### src/rtl/tomq_pkg.sv
`timescale 1ns / 1ps
package tomq_pkg;

	localparam int QUEUE_DEPTH_DEF = 16;

	localparam int CMD_W    = 2;
	localparam int STATUS_W = 2;
	localparam int HANDLE_W = 16;
	localparam int CODE_W   = 32;
	localparam int STAMP_W  = 63;
	localparam int COUNT_W  = 5;

	typedef enum logic [CMD_W-1:0] {
		CMD_ENQUEUE = 2'd0,
		CMD_DEQUEUE = 2'd1,
		CMD_COUNT   = 2'd2,
		CMD_CLEAR   = 2'd3
	} cmd_t;

	typedef enum logic [STATUS_W-1:0] {
		STATUS_OK   = 2'd0,
		STATUS_FULL = 2'd1,
		STATUS_NONE = 2'd2
	} status_t;

	// Oldest-stamp value reported for an empty queue.
	localparam logic [STAMP_W-1:0] STAMP_EMPTY = '1;

	typedef struct packed {
		logic [STAMP_W-1:0]  stamp;
		logic [CODE_W-1:0]   code;
		logic [HANDLE_W-1:0] handle;
	} entry_t;

	typedef struct packed {
		status_t             status;
		logic [HANDLE_W-1:0] handle_out;
		logic [CODE_W-1:0]   code_out;
		logic [STAMP_W-1:0]  stamp_out;
		logic [COUNT_W-1:0]  count;
		logic                more;
		logic [STAMP_W-1:0]  oldest_stamp;
	} result_t;

endpackage

### src/rtl/tomq_in_if.sv
`timescale 1ns / 1ps
interface tomq_in_if import tomq_pkg::*; ();
	logic                valid;
	logic                ready;
	logic [CMD_W-1:0]    cmd;
	logic [HANDLE_W-1:0] handle;
	logic [CODE_W-1:0]   code;
	logic                match_any;
	logic                has_stamp;
	logic [STAMP_W-1:0]  stamp;
	logic [STAMP_W-1:0]  now;

	modport source (
		output valid, cmd, handle, code, match_any, has_stamp, stamp, now,
		input  ready
	);
	modport sink (
		input  valid, cmd, handle, code, match_any, has_stamp, stamp, now,
		output ready
	);
endinterface

### src/rtl/tomq_out_if.sv
`timescale 1ns / 1ps
interface tomq_out_if import tomq_pkg::*; ();
	logic                valid;
	logic                ready;
	logic [STATUS_W-1:0] status;
	logic [HANDLE_W-1:0] handle_out;
	logic [CODE_W-1:0]   code_out;
	logic [STAMP_W-1:0]  stamp_out;
	logic [COUNT_W-1:0]  count;
	logic                more;
	logic [STAMP_W-1:0]  oldest_stamp;

	modport source (
		output valid, status, handle_out, code_out, stamp_out, count, more, oldest_stamp,
		input  ready
	);
	modport sink (
		input  valid, status, handle_out, code_out, stamp_out, count, more, oldest_stamp,
		output ready
	);
endinterface

### src/rtl/timestamp_ordered_message_queue_core.sv
// Enqueue walks back from the tail past entries with a later stamp (a full queue is rejected
// with no scan); dequeue scans from the head to the first match and closes up the entries
// behind it; count scans every entry; clear only resets occupancy. All end with a head read.
// Throughput: one item at a time; every scan step is a read and an evaluate on the single
// entry memory port pair and the shared compare unit, so cost grows with occupancy.
// Reset: occupancy and control clear at once; entry memory is not cleared (no sweep).
`timescale 1ns / 1ps
module timestamp_ordered_message_queue_core import tomq_pkg::*; #(
	parameter int QUEUE_DEPTH = QUEUE_DEPTH_DEF
) (
	input  logic       clk,
	input  logic       arst_n,
	tomq_in_if.sink    req,
	tomq_out_if.source rsp
);

	localparam int AW = $clog2(QUEUE_DEPTH);
	localparam int OW = $clog2(QUEUE_DEPTH + 1);
	localparam logic [OW-1:0] DEPTH_O = OW'(QUEUE_DEPTH);

	// Sequencer states:
	//   S_RD    : issue an entry read (or, for enqueue into slot 0, write directly)
	//   S_EVAL  : read data is back; compare and decide
	//   S_SH_RD : dequeue close-up, read the entry behind the gap
	//   S_SH_EV : dequeue close-up, move it forward one slot
	//   S_HEAD_RD / S_FIN : fetch the head entry for oldest_stamp, publish the result
	typedef enum logic [6:0] {
		S_IDLE    = 7'b0000001,
		S_RD      = 7'b0000010,
		S_EVAL    = 7'b0000100,
		S_SH_RD   = 7'b0001000,
		S_SH_EV   = 7'b0010000,
		S_HEAD_RD = 7'b0100000,
		S_FIN     = 7'b1000000
	} state_t;

	state_t         state_q, state_d;
	cmd_t           cmd_q, cmd_d;
	entry_t         new_q, new_d;       // entry to insert, or code to match
	logic           any_q, any_d;
	logic [OW-1:0]  idx_q, idx_d;       // scan position
	logic [OW-1:0]  occ_q, occ_d;       // number of valid entries
	result_t        res_q, res_d;       // result being built
	result_t        out_q, out_d;       // output register
	logic           out_valid_q, out_valid_d;

	// Entry memory: one write port, one registered read port.
	entry_t         mem_q [QUEUE_DEPTH];
	entry_t         rd_q;
	logic [AW-1:0]  rd_addr;
	logic           wr_en;
	logic [AW-1:0]  wr_addr;
	entry_t         wr_data;

	logic [OW-1:0]  idx_dec;
	logic [OW-1:0]  idx_inc;
	logic [OW-1:0]  occ_inc;
	logic           later;
	logic           match;
	logic           accept;
	logic           out_free;

	assign idx_dec = idx_q - 1'b1;
	assign idx_inc = idx_q + 1'b1;
	assign occ_inc = occ_q + 1'b1;

	// Shared compare unit: stamp order for enqueue, code match for dequeue and count.
	assign later = rd_q.stamp > new_q.stamp;
	assign match = any_q || (rd_q.code == new_q.code);

	assign req.ready = (state_q == S_IDLE);
	assign accept    = req.valid && req.ready;
	assign out_free  = !out_valid_q || rsp.ready;

	// Memory port control.
	always_comb begin
		rd_addr = '0;
		wr_en   = 1'b0;
		wr_addr = idx_q[AW-1:0];
		wr_data = new_q;
		unique case (state_q)
			S_RD: begin
				if (cmd_q == CMD_ENQUEUE) begin
					// empty slot 0 takes the new entry with no compare
					if (idx_q == '0) begin
						wr_en = 1'b1;
					end else begin
						rd_addr = idx_dec[AW-1:0];
					end
				end else begin
					rd_addr = idx_q[AW-1:0];
				end
			end
			S_EVAL: begin
				// enqueue: either push the later entry back one slot or drop in the new one
				if (cmd_q == CMD_ENQUEUE) begin
					wr_en   = 1'b1;
					wr_data = later ? rd_q : new_q;
				end
			end
			S_SH_RD: begin
				rd_addr = idx_inc[AW-1:0];
			end
			S_SH_EV: begin
				wr_en   = 1'b1;
				wr_data = rd_q;
			end
			default: begin
			end
		endcase
	end

	always_ff @(posedge clk) begin
		if (wr_en) begin
			mem_q[wr_addr] <= wr_data;
		end
		rd_q <= mem_q[rd_addr];
	end

	// Sequencer and result assembly.
	always_comb begin
		state_d     = state_q;
		cmd_d       = cmd_q;
		new_d       = new_q;
		any_d       = any_q;
		idx_d       = idx_q;
		occ_d       = occ_q;
		res_d       = res_q;
		out_d       = out_q;
		out_valid_d = out_valid_q && !rsp.ready;

		unique case (state_q)
			S_IDLE: begin
				if (accept) begin
					cmd_d        = cmd_t'(req.cmd);
					new_d.stamp  = req.has_stamp ? req.stamp : req.now;
					new_d.code   = req.code;
					new_d.handle = req.handle;
					any_d        = req.match_any;
					idx_d        = '0;
					res_d        = '0;
					unique case (cmd_t'(req.cmd))
						CMD_ENQUEUE: begin
							res_d.stamp_out = new_d.stamp;
							if (occ_q == DEPTH_O) begin
								// full: drop the entry, report unchanged occupancy
								res_d.status = STATUS_FULL;
								res_d.count  = COUNT_W'(occ_q);
								state_d      = S_HEAD_RD;
							end else begin
								idx_d   = occ_q;
								state_d = S_RD;
							end
						end
						CMD_DEQUEUE, CMD_COUNT: begin
							state_d = S_RD;
						end
						CMD_CLEAR: begin
							occ_d   = '0;
							state_d = S_HEAD_RD;
						end
						default: begin
						end
					endcase
				end
			end
			S_RD: begin
				if (cmd_q == CMD_ENQUEUE) begin
					if (idx_q == '0) begin
						occ_d       = occ_inc;
						res_d.count = COUNT_W'(occ_inc);
						state_d     = S_HEAD_RD;
					end else begin
						state_d = S_EVAL;
					end
				end else if (idx_q == occ_q) begin
					// scan ran off the end
					if (cmd_q == CMD_DEQUEUE) begin
						res_d.status = STATUS_NONE;
					end
					state_d = S_HEAD_RD;
				end else begin
					state_d = S_EVAL;
				end
			end
			S_EVAL: begin
				if (cmd_q == CMD_ENQUEUE) begin
					if (later) begin
						idx_d   = idx_dec;
						state_d = S_RD;
					end else begin
						occ_d       = occ_inc;
						res_d.count = COUNT_W'(occ_inc);
						state_d     = S_HEAD_RD;
					end
				end else if (cmd_q == CMD_DEQUEUE) begin
					if (match) begin
						res_d.handle_out = rd_q.handle;
						res_d.code_out   = rd_q.code;
						res_d.stamp_out  = rd_q.stamp;
						state_d          = S_SH_RD;
					end else begin
						idx_d   = idx_inc;
						state_d = S_RD;
					end
				end else begin
					if (match) begin
						res_d.count = res_q.count + 1'b1;
					end
					idx_d   = idx_inc;
					state_d = S_RD;
				end
			end
			S_SH_RD: begin
				// close the gap left by the removed entry, one slot per pass
				if (idx_inc >= occ_q) begin
					occ_d   = occ_q - 1'b1;
					state_d = S_HEAD_RD;
				end else begin
					state_d = S_SH_EV;
				end
			end
			S_SH_EV: begin
				idx_d   = idx_inc;
				state_d = S_SH_RD;
			end
			S_HEAD_RD: begin
				state_d = S_FIN;
			end
			S_FIN: begin
				// hold here until the output register is free
				if (out_free) begin
					out_d              = res_q;
					out_d.more         = (occ_q != '0);
					out_d.oldest_stamp = (occ_q != '0) ? rd_q.stamp : STAMP_EMPTY;
					out_valid_d        = 1'b1;
					state_d            = S_IDLE;
				end
			end
			default: begin
				state_d = S_IDLE;
			end
		endcase
	end

	always_ff @(posedge clk or negedge arst_n) begin
		if (!arst_n) begin
			state_q     <= S_IDLE;
			occ_q       <= '0;
			idx_q       <= '0;
			out_valid_q <= 1'b0;
		end else begin
			state_q     <= state_d;
			occ_q       <= occ_d;
			idx_q       <= idx_d;
			out_valid_q <= out_valid_d;
		end
	end

	always_ff @(posedge clk) begin
		cmd_q <= cmd_d;
		new_q <= new_d;
		any_q <= any_d;
		res_q <= res_d;
		out_q <= out_d;
	end

	assign rsp.valid        = out_valid_q;
	assign rsp.status       = out_q.status;
	assign rsp.handle_out   = out_q.handle_out;
	assign rsp.code_out     = out_q.code_out;
	assign rsp.stamp_out    = out_q.stamp_out;
	assign rsp.count        = out_q.count;
	assign rsp.more         = out_q.more;
	assign rsp.oldest_stamp = out_q.oldest_stamp;

endmodule

### src/flat_wrapper.sv
// flat-port wrapper written by rule: the top's interface ports become plain ports
module timestamp_ordered_message_queue_core_flat import tomq_pkg::*;
#(
	parameter int QUEUE_DEPTH = QUEUE_DEPTH_DEF
)
  (clk, arst_n, req_valid, req_cmd, req_handle, req_code, req_match_any, req_has_stamp, req_stamp, req_now, req_ready, rsp_valid, rsp_status, rsp_handle_out, rsp_code_out, rsp_stamp_out, rsp_count, rsp_more, rsp_oldest_stamp, rsp_ready);
  tomq_in_if req_i ();
  tomq_out_if rsp_i ();
  input  logic clk;
  input  logic arst_n;
  input wire logic [$bits(req_i.valid)-1:0] req_valid;
  input wire logic [$bits(req_i.cmd)-1:0] req_cmd;
  input wire logic [$bits(req_i.handle)-1:0] req_handle;
  input wire logic [$bits(req_i.code)-1:0] req_code;
  input wire logic [$bits(req_i.match_any)-1:0] req_match_any;
  input wire logic [$bits(req_i.has_stamp)-1:0] req_has_stamp;
  input wire logic [$bits(req_i.stamp)-1:0] req_stamp;
  input wire logic [$bits(req_i.now)-1:0] req_now;
  output wire logic [$bits(req_i.ready)-1:0] req_ready;
  output wire logic [$bits(rsp_i.valid)-1:0] rsp_valid;
  output wire logic [$bits(rsp_i.status)-1:0] rsp_status;
  output wire logic [$bits(rsp_i.handle_out)-1:0] rsp_handle_out;
  output wire logic [$bits(rsp_i.code_out)-1:0] rsp_code_out;
  output wire logic [$bits(rsp_i.stamp_out)-1:0] rsp_stamp_out;
  output wire logic [$bits(rsp_i.count)-1:0] rsp_count;
  output wire logic [$bits(rsp_i.more)-1:0] rsp_more;
  output wire logic [$bits(rsp_i.oldest_stamp)-1:0] rsp_oldest_stamp;
  input wire logic [$bits(rsp_i.ready)-1:0] rsp_ready;
  assign req_i.valid = req_valid;
  assign req_i.cmd = req_cmd;
  assign req_i.handle = req_handle;
  assign req_i.code = req_code;
  assign req_i.match_any = req_match_any;
  assign req_i.has_stamp = req_has_stamp;
  assign req_i.stamp = req_stamp;
  assign req_i.now = req_now;
  assign req_ready = req_i.ready;
  assign rsp_valid = rsp_i.valid;
  assign rsp_status = rsp_i.status;
  assign rsp_handle_out = rsp_i.handle_out;
  assign rsp_code_out = rsp_i.code_out;
  assign rsp_stamp_out = rsp_i.stamp_out;
  assign rsp_count = rsp_i.count;
  assign rsp_more = rsp_i.more;
  assign rsp_oldest_stamp = rsp_i.oldest_stamp;
  assign rsp_i.ready = rsp_ready;
  timestamp_ordered_message_queue_core #(.QUEUE_DEPTH(QUEUE_DEPTH)) u_core (.clk(clk), .arst_n(arst_n), .req(req_i), .rsp(rsp_i));
endmodule
### config.mk
export PLATFORM = sky130hd
export DESIGN_NAME = timestamp_ordered_message_queue_core_flat
export DESIGN_NICKNAME = d
export VERILOG_FILES = /design/src/rtl/tomq_pkg.sv /design/src/rtl/tomq_in_if.sv /design/src/rtl/tomq_out_if.sv /design/src/rtl/timestamp_ordered_message_queue_core.sv /design/src/flat_wrapper.sv
export SDC_FILE = /design/constraint.sdc
export NUM_CORES = 2
export LEC_CHECK = 0
export BUFFER_PORTS_ARGS = -buffer_cell sky130_fd_sc_hd__buf_2
export CORE_ASPECT_RATIO = 1.4
export CORE_MARGIN = 3
export CORE_UTILIZATION = 35
export DETAILED_ROUTE_END_ITERATION = 10
export GPL_TIMING_DRIVEN = 0
export SYNTH_ARGS = -nofsm -noshare
export SYNTH_HDL_FRONTEND = slang
export SYNTH_SLANG_ARGS = --single-unit
### constraint.sdc
create_clock -name clk -period 9.3 [get_ports clk]
set_input_delay 0.465 -clock clk [delete_from_list [all_inputs] [get_ports clk]]
set_output_delay 0.465 -clock clk [all_outputs]
set_load 0.01 [all_outputs]
# Yosys cells after proc, flatten, opt, wreduce, memory -nomap -nowiden
# Memory sizes are Yosys's and may differ from the RTL's. A register that Yosys moved wholly into a read port is not among the register bits.
# Index checks and enable logic that the tools add are counted.
[totals]
ram_bits = 1776
in_bits = 182
register_bits = 432
n_memories = 1
output_inout_bits = 184
[mem_list]
columns = ["memory", "words", "word_bits", "read_ports", "rd_ports_with_merged_regs", "wr", "line_no", "rtl"]
rows = [
  ["u_core.mem_q", 16, 111, 1, 1, 1, "timestamp_ordered_message_queue_core.sv:48", "entry_t mem_q [QUEUE_DEPTH];"],
]
[op_classes]
eq_ne = 33
n_reduce_logical = 24
n_lt_le_gt_ge = 2
mux = 61
add_sub_neg = 5
[op_table]
columns = ["operator", "n"]
rows = [
  ["$mux 111", 5],
  ["$pmux 111 s2", 2],
  ["$mux 182", 1],
  ["$mux 5", 18],
  ["$mux 68", 1],
  ["$gt 63x63->1", 1],
  ["$mux 63", 1],
  ["$pmux 7 s7", 1],
  ["$mux 6", 6],
  ["$eq 32x32->1", 1],
  ["$pmux 5 s3", 2],
  ["$mux 7", 3],
  ["$pmux 7 s3", 1],
  ["$pmux 5 s4", 1],
  ["$ne 2x1->1 const B", 9],
  ["$mux 4", 4],
  ["$add 5x1->5 const B", 3],
  ["$ne 2x2->1 const B", 5],
  ["$reduce_and 5->1", 2],
  ["$sub 5x1->5 const B", 2],
  ["$mux 1", 8],
  ["$mux 2", 4],
  ["$pmux 4 s2", 1],
  ["$reduce_and 8->1", 1],
  ["other kinds (31)", 42],
]

# Longest topological paths before layout
[logic_depth]
depth_word = 6
ltp_mapped = 13
depth_no_buf = 10

# Worst setup path after synthesis
# OpenSTA, ideal clock, no wires.
[synth_timing]
path_kind = "reg-to-reg"
from = "register u_core.state_q[5]"
to = "memory u_core.mem_q[0][0] (netlist name) (enable)"
required_ns = 8.583
arrival_time_ns = 9.395
synth_period_minus_slack_ns = 10.112
n_path_buf = 1
path_slack_ns = -0.812
path_stages_with_launch = 9
path_cell_list = "dfrtp_1 > nor2_1 > nand4_1 > inv_1 > buf_1 > a21oi_1 > o21ai_0 > nand2_1 > nor3_1"
[synth_between]
elab_chain_len = 4
word_cells_on_any_way = 6
cone_classes = "eq/ne (3); mux (3)"
[synth_lines]
columns = ["item", "line_no", "rtl"]
rows = [
  ["start, declared", "timestamp_ordered_message_queue_core.sv:37", "state_t state_q, state_d;"],
  ["start signal, assigned", "timestamp_ordered_message_queue_core.sv:253", "state_q <= state_d;"],
  ["$eq 7x5->1, or another cell as far along", "timestamp_ordered_message_queue_core.sv:81", "unique case (state_q)"],
  ["$pmux 1 s3 *", "timestamp_ordered_message_queue_core.sv:81", ""],
  ["$mux 1 *", "timestamp_ordered_message_queue_core.sv:114", "if (wr_en) begin"],
  ["$mux 1 (not written as such) *", "timestamp_ordered_message_queue_core.sv:115", "mem_q[wr_addr] <= wr_data;"],
  ["end, declared", "timestamp_ordered_message_queue_core.sv:48", ""],
]
# Every way passes the cells marked *; elsewhere a longest branch is shown, timed or not.

==> flow_summary.toml <==
[power]
swShare_pct = 24.6
ir_worst_vdd_mv = 0.159
pwr-share-comb_pct = 10.9
power_mw = 24.1
seqPwrFrac_pct = 52.9
powerDensity_nw_per_um2 = 224
pwr-share-clk_pct = 36.1
p_int_mw = 18.2
p_leak_nw = 35.3
p_sw_mw = 5.93

[job]
drv_cap = 0

[global_route]
first_global_vias = 56800
grt_pass1_wl_mm = 386
gr-total-overflow = 0
top_usage_layer = "met2"
grt_use_met2_pct = 34.3
met3_usage_pct = 3.28
grt_max_degree = 63
antenna_found_initial = 30
grtUsageMet1_pct = 23.8
grtUsageTotal_pct = 19.6

[clock_tree]
cts_setup_buffers = 0
root_buffer = "clkbuf_16"
clkTransAtPathRegs_ns = 0.07
cts.sinks = 2319
cts_tree = "yes"
clock_path_buffers = 4
h-tree-depth = 4
insertion_delay_ns = 0.88
cts_made_buffers = 211

[die]
die_w_um = 436
core-area_sq_um = 257000
rows = 220
num_io_pins = 366
initial_core_util_pct = 35.2
die_y_um = 608
die-area_sq_um = 265000

[finish]
final_common_cell = "edfxtp_1"
nFillCells = 23200
layout_common_cells = "edfxtp_1 (2,190), nand2_1 (1,386), a21oi_1 (602), buf_2 (407), clkbuf_1 (349)"
layout-drive-gt1-share_pct = 15.4
syn2layout_area_growth_pct = 19.0
final_area_sq_um = 108000
nets = 7287
final_cells = 10700

[logic_synthesis]
ys.flop_type = "edfxtp_1"
synthMuxAreaShare_pct = 3.86
ys_ff_latch = 2319
synth_top_family_by_area = "compound AO/OA/AOI/OAI gates"
synth-edff-count = 2190
synthesis.area_sq_um = 90600
synthAdderAreaFrac_pct = 1.06
synthCells = 6167
syn-mean-instance-area_sq_um = 14.7
synthSimpleGateAreaFrac_pct = 7.76
synth_compound_area_share_pct = 9.18
synth_nets = 6426
synth_cell_types = 67
ys_warn_count = 0
ys_async_sr_fraction_pct = 0.776
seq_area_frac_synth_pct = 75.5
synthXorXnorAreaFrac_pct = 0.464

[placement]
dp_slack_ns = 4.00
place_congestion = 0.837
numPortBuffers = 364
placed_cell_area_sq_um = 99200
dp.cells = 10100
dp_hpwl_mm = 186

[setup_path]
reg2reg_slack_ns = 4.02
r2r-start = "u_core.new_q[110]"
cp_common_cell = "buf_6"
crit_end = "u_core.mem_q[5][11]"
timing.critical_path.from_type = "flop"
crit_path_top_delay_cell = "nor4_4"
end_kind = "flop"
required_ns = 9.87
slowest_delay_ns = 0.66
worstSetupPathType = "flop to flop"
ff2ff_path_depth = 13
crit_fanout = 16
worstPathArrival_ns = 5.85
crit_chain = "inv_1 > ha_1 > nand4_1 > nor4_4 > nand3_2 > a2111oi_1 > clkdlybuf4s18_2 > a21oi_1 > a21boi_4 > a21o_1 > buf_6 > buf_6 > mux2_4"
timing.critical_path.from = "u_core.new_q[110]"
rr_endpoint = "u_core.mem_q[5][11]"

[sta]
finClkSkew_ns = 0.0681
fin_crit_ns = 5.28
setup_ws_ns = 4.02
maxSlewViolCount = 0
hold_viol_final = 0
setup_viol = 0
tightestPinTransition_ns = 1.46
slew_headroom_pct = 2.98
hold_slack_ns = 0.0569
period_share_pct = 56.7
max_freq_mhz = 190
rsz0062_at_grt = "no"

[routing]
vias = 56600
wire_per_inst_um = 25.2
drt.antenna.violating_nets = 0
drtIter0Drc = 5478
firstDrtPassIters = 6
route.detailed.drc = 0
via_per_inst = 5.30
finalWirelength_mm = 269

[hold_path]
min-delay-start = "req_now[23]"
hp-class = "input pin to flop"

[outcome]
status = "completed"
==> critical path, delay by kind of cell (launching register included) <==
kind,cells,cell delay [ns]
flip-flops,1,0.47
AO/OA/AOI/OAI,4,1.34
buffers and inverters,4,1.04
adder cells (fa/ha/maj),1,0.32
multiplexers,1,0.43
AND/OR/NAND/NOR,3,1.28
==> power by group through the flow <==
stage                     sequential [mW]  combinational, mW  clock [mW]
after CTS                            12.8               2.66        8.84
final                                12.8               2.63        8.71
after global routing                 12.8               2.87        9.21
after floorplan                      12.9               1.46           0
after detailed placement             13.0               2.57           0
after global placement               13.1               2.40           0
==> repair_timing <==
| action | in CTS | in global routing |
|---|---|---|
| hold endpoints to repair | 132 | 0 |
| setup endpoints to repair | 0 | 0 |
| hold buffers | 177 | 0 |
| resized for setup | 0 | 0 |
==> synth_stat cells (77+ instances only) <==
cell type / number / area (sq um)
a21oi_1: 602 / 3010
a221oi_1: 114 / 998
a22oi_1: 112 / 841
a32oi_1: 334 / 2930
clkbuf_1: 314 / 1180
dfxtp_1: 111 / 2220
edfxtp_1: 2190 / 65800
ha_1: 77 / 963
inv_1: 84 / 315
mux2_2: 86 / 968
mux2_4: 90 / 1350
mux2i_1: 118 / 1180
nand2_1: 1386 / 5200
nand3_1: 82 / 410
==> area by class of cell <==
type	instances	area, sq um	area share [%]
sequential	2319	68400	63.5
multi-input combinational	3363	20400	18.9
clock buffer	286	5860	5.43
timing repair buffer	648	5830	5.41
tap	3441	4310	3.99
buffer	401	1660	1.54
clock inverter	97	947	0.878
inverter	84	320	0.297
antenna	25	62.6	0.0580
==> per-layer routing <==
layer,vias to the layer above,routed length (um)
met2,2392,136000
met1,28500,103000
met3,477,19200
met5,-,62
met4,10,11500
li1,25200,-
==> worst min path at each step <==
| stage | endpoint | slack, ns | cells after the start |
|---|---|---|---|
| 4_1_cts | u_core.res_q[97] | 0.0006 | 4 |
| 3_5_place_dp | u_core.rsp.handle_out[13] | 0.40 | 0 |
| 6_report | u_core.res_q[92] | 0.06 | 4 |
| 3_3_place_gp | u_core.rsp.stamp_out[50] | 0.40 | 0 |
| 5_1_grt | u_core.res_q[116] | 0.05 | 4 |
| 2_1_floorplan | u_core.idx_q[0] | 0.17 | 0 |
==> state kept, by name, summed over array words and instances (netlist names) <==
| signal | flops |
|---|---|
| u_core.mem_q | 1776 |
| u_core.rsp.stamp_out | 63 |
| u_core.cmd_q | 2 |
| u_core.rsp.more | 1 |
| u_core.state_q | 7 |
| u_core.rsp.count | 5 |
| u_core.res_q | 118 |
| u_core.rsp.handle_out | 16 |
| u_core.rsp.oldest_stamp | 63 |
| u_core.new_q | 111 |
| u_core.rsp.valid | 1 |
| u_core.any_q | 1 |
| u_core.rsp.code_out | 32 |
| u_core.idx_q | 5 |
| u_core.rd_q | 111 |
| u_core.rsp.status | 2 |
| u_core.occ_q | 5 |
==> cells by family (layout without fill, tap and decap cells) <==
family / Yosys count / in the layout
multiplexers: 294 / 294
other: 0 / 25
flip-flops: 2319 / 2319
XOR/XNOR: 48 / 48
adder cells (fa/ha/maj): 77 / 77
AND/OR/NAND/NOR: 1705 / 1705
buffers and inverters: 485 / 1516
AO/OA/AOI/OAI: 1239 / 1239
==> metrics by stage <==
| stage | setup TNS, ns | util (%) |
|---|---|---|
| floorplan | 0 | - |
| global placement | -5438.35 | 37.6 |
| detailed placement | 0 | 38.6 |
| CTS | 0 | 41.9 |
| global route | 0 | 41.9 |
| finish | 0 | 41.9 |
(Power assumes the default switching activity.)
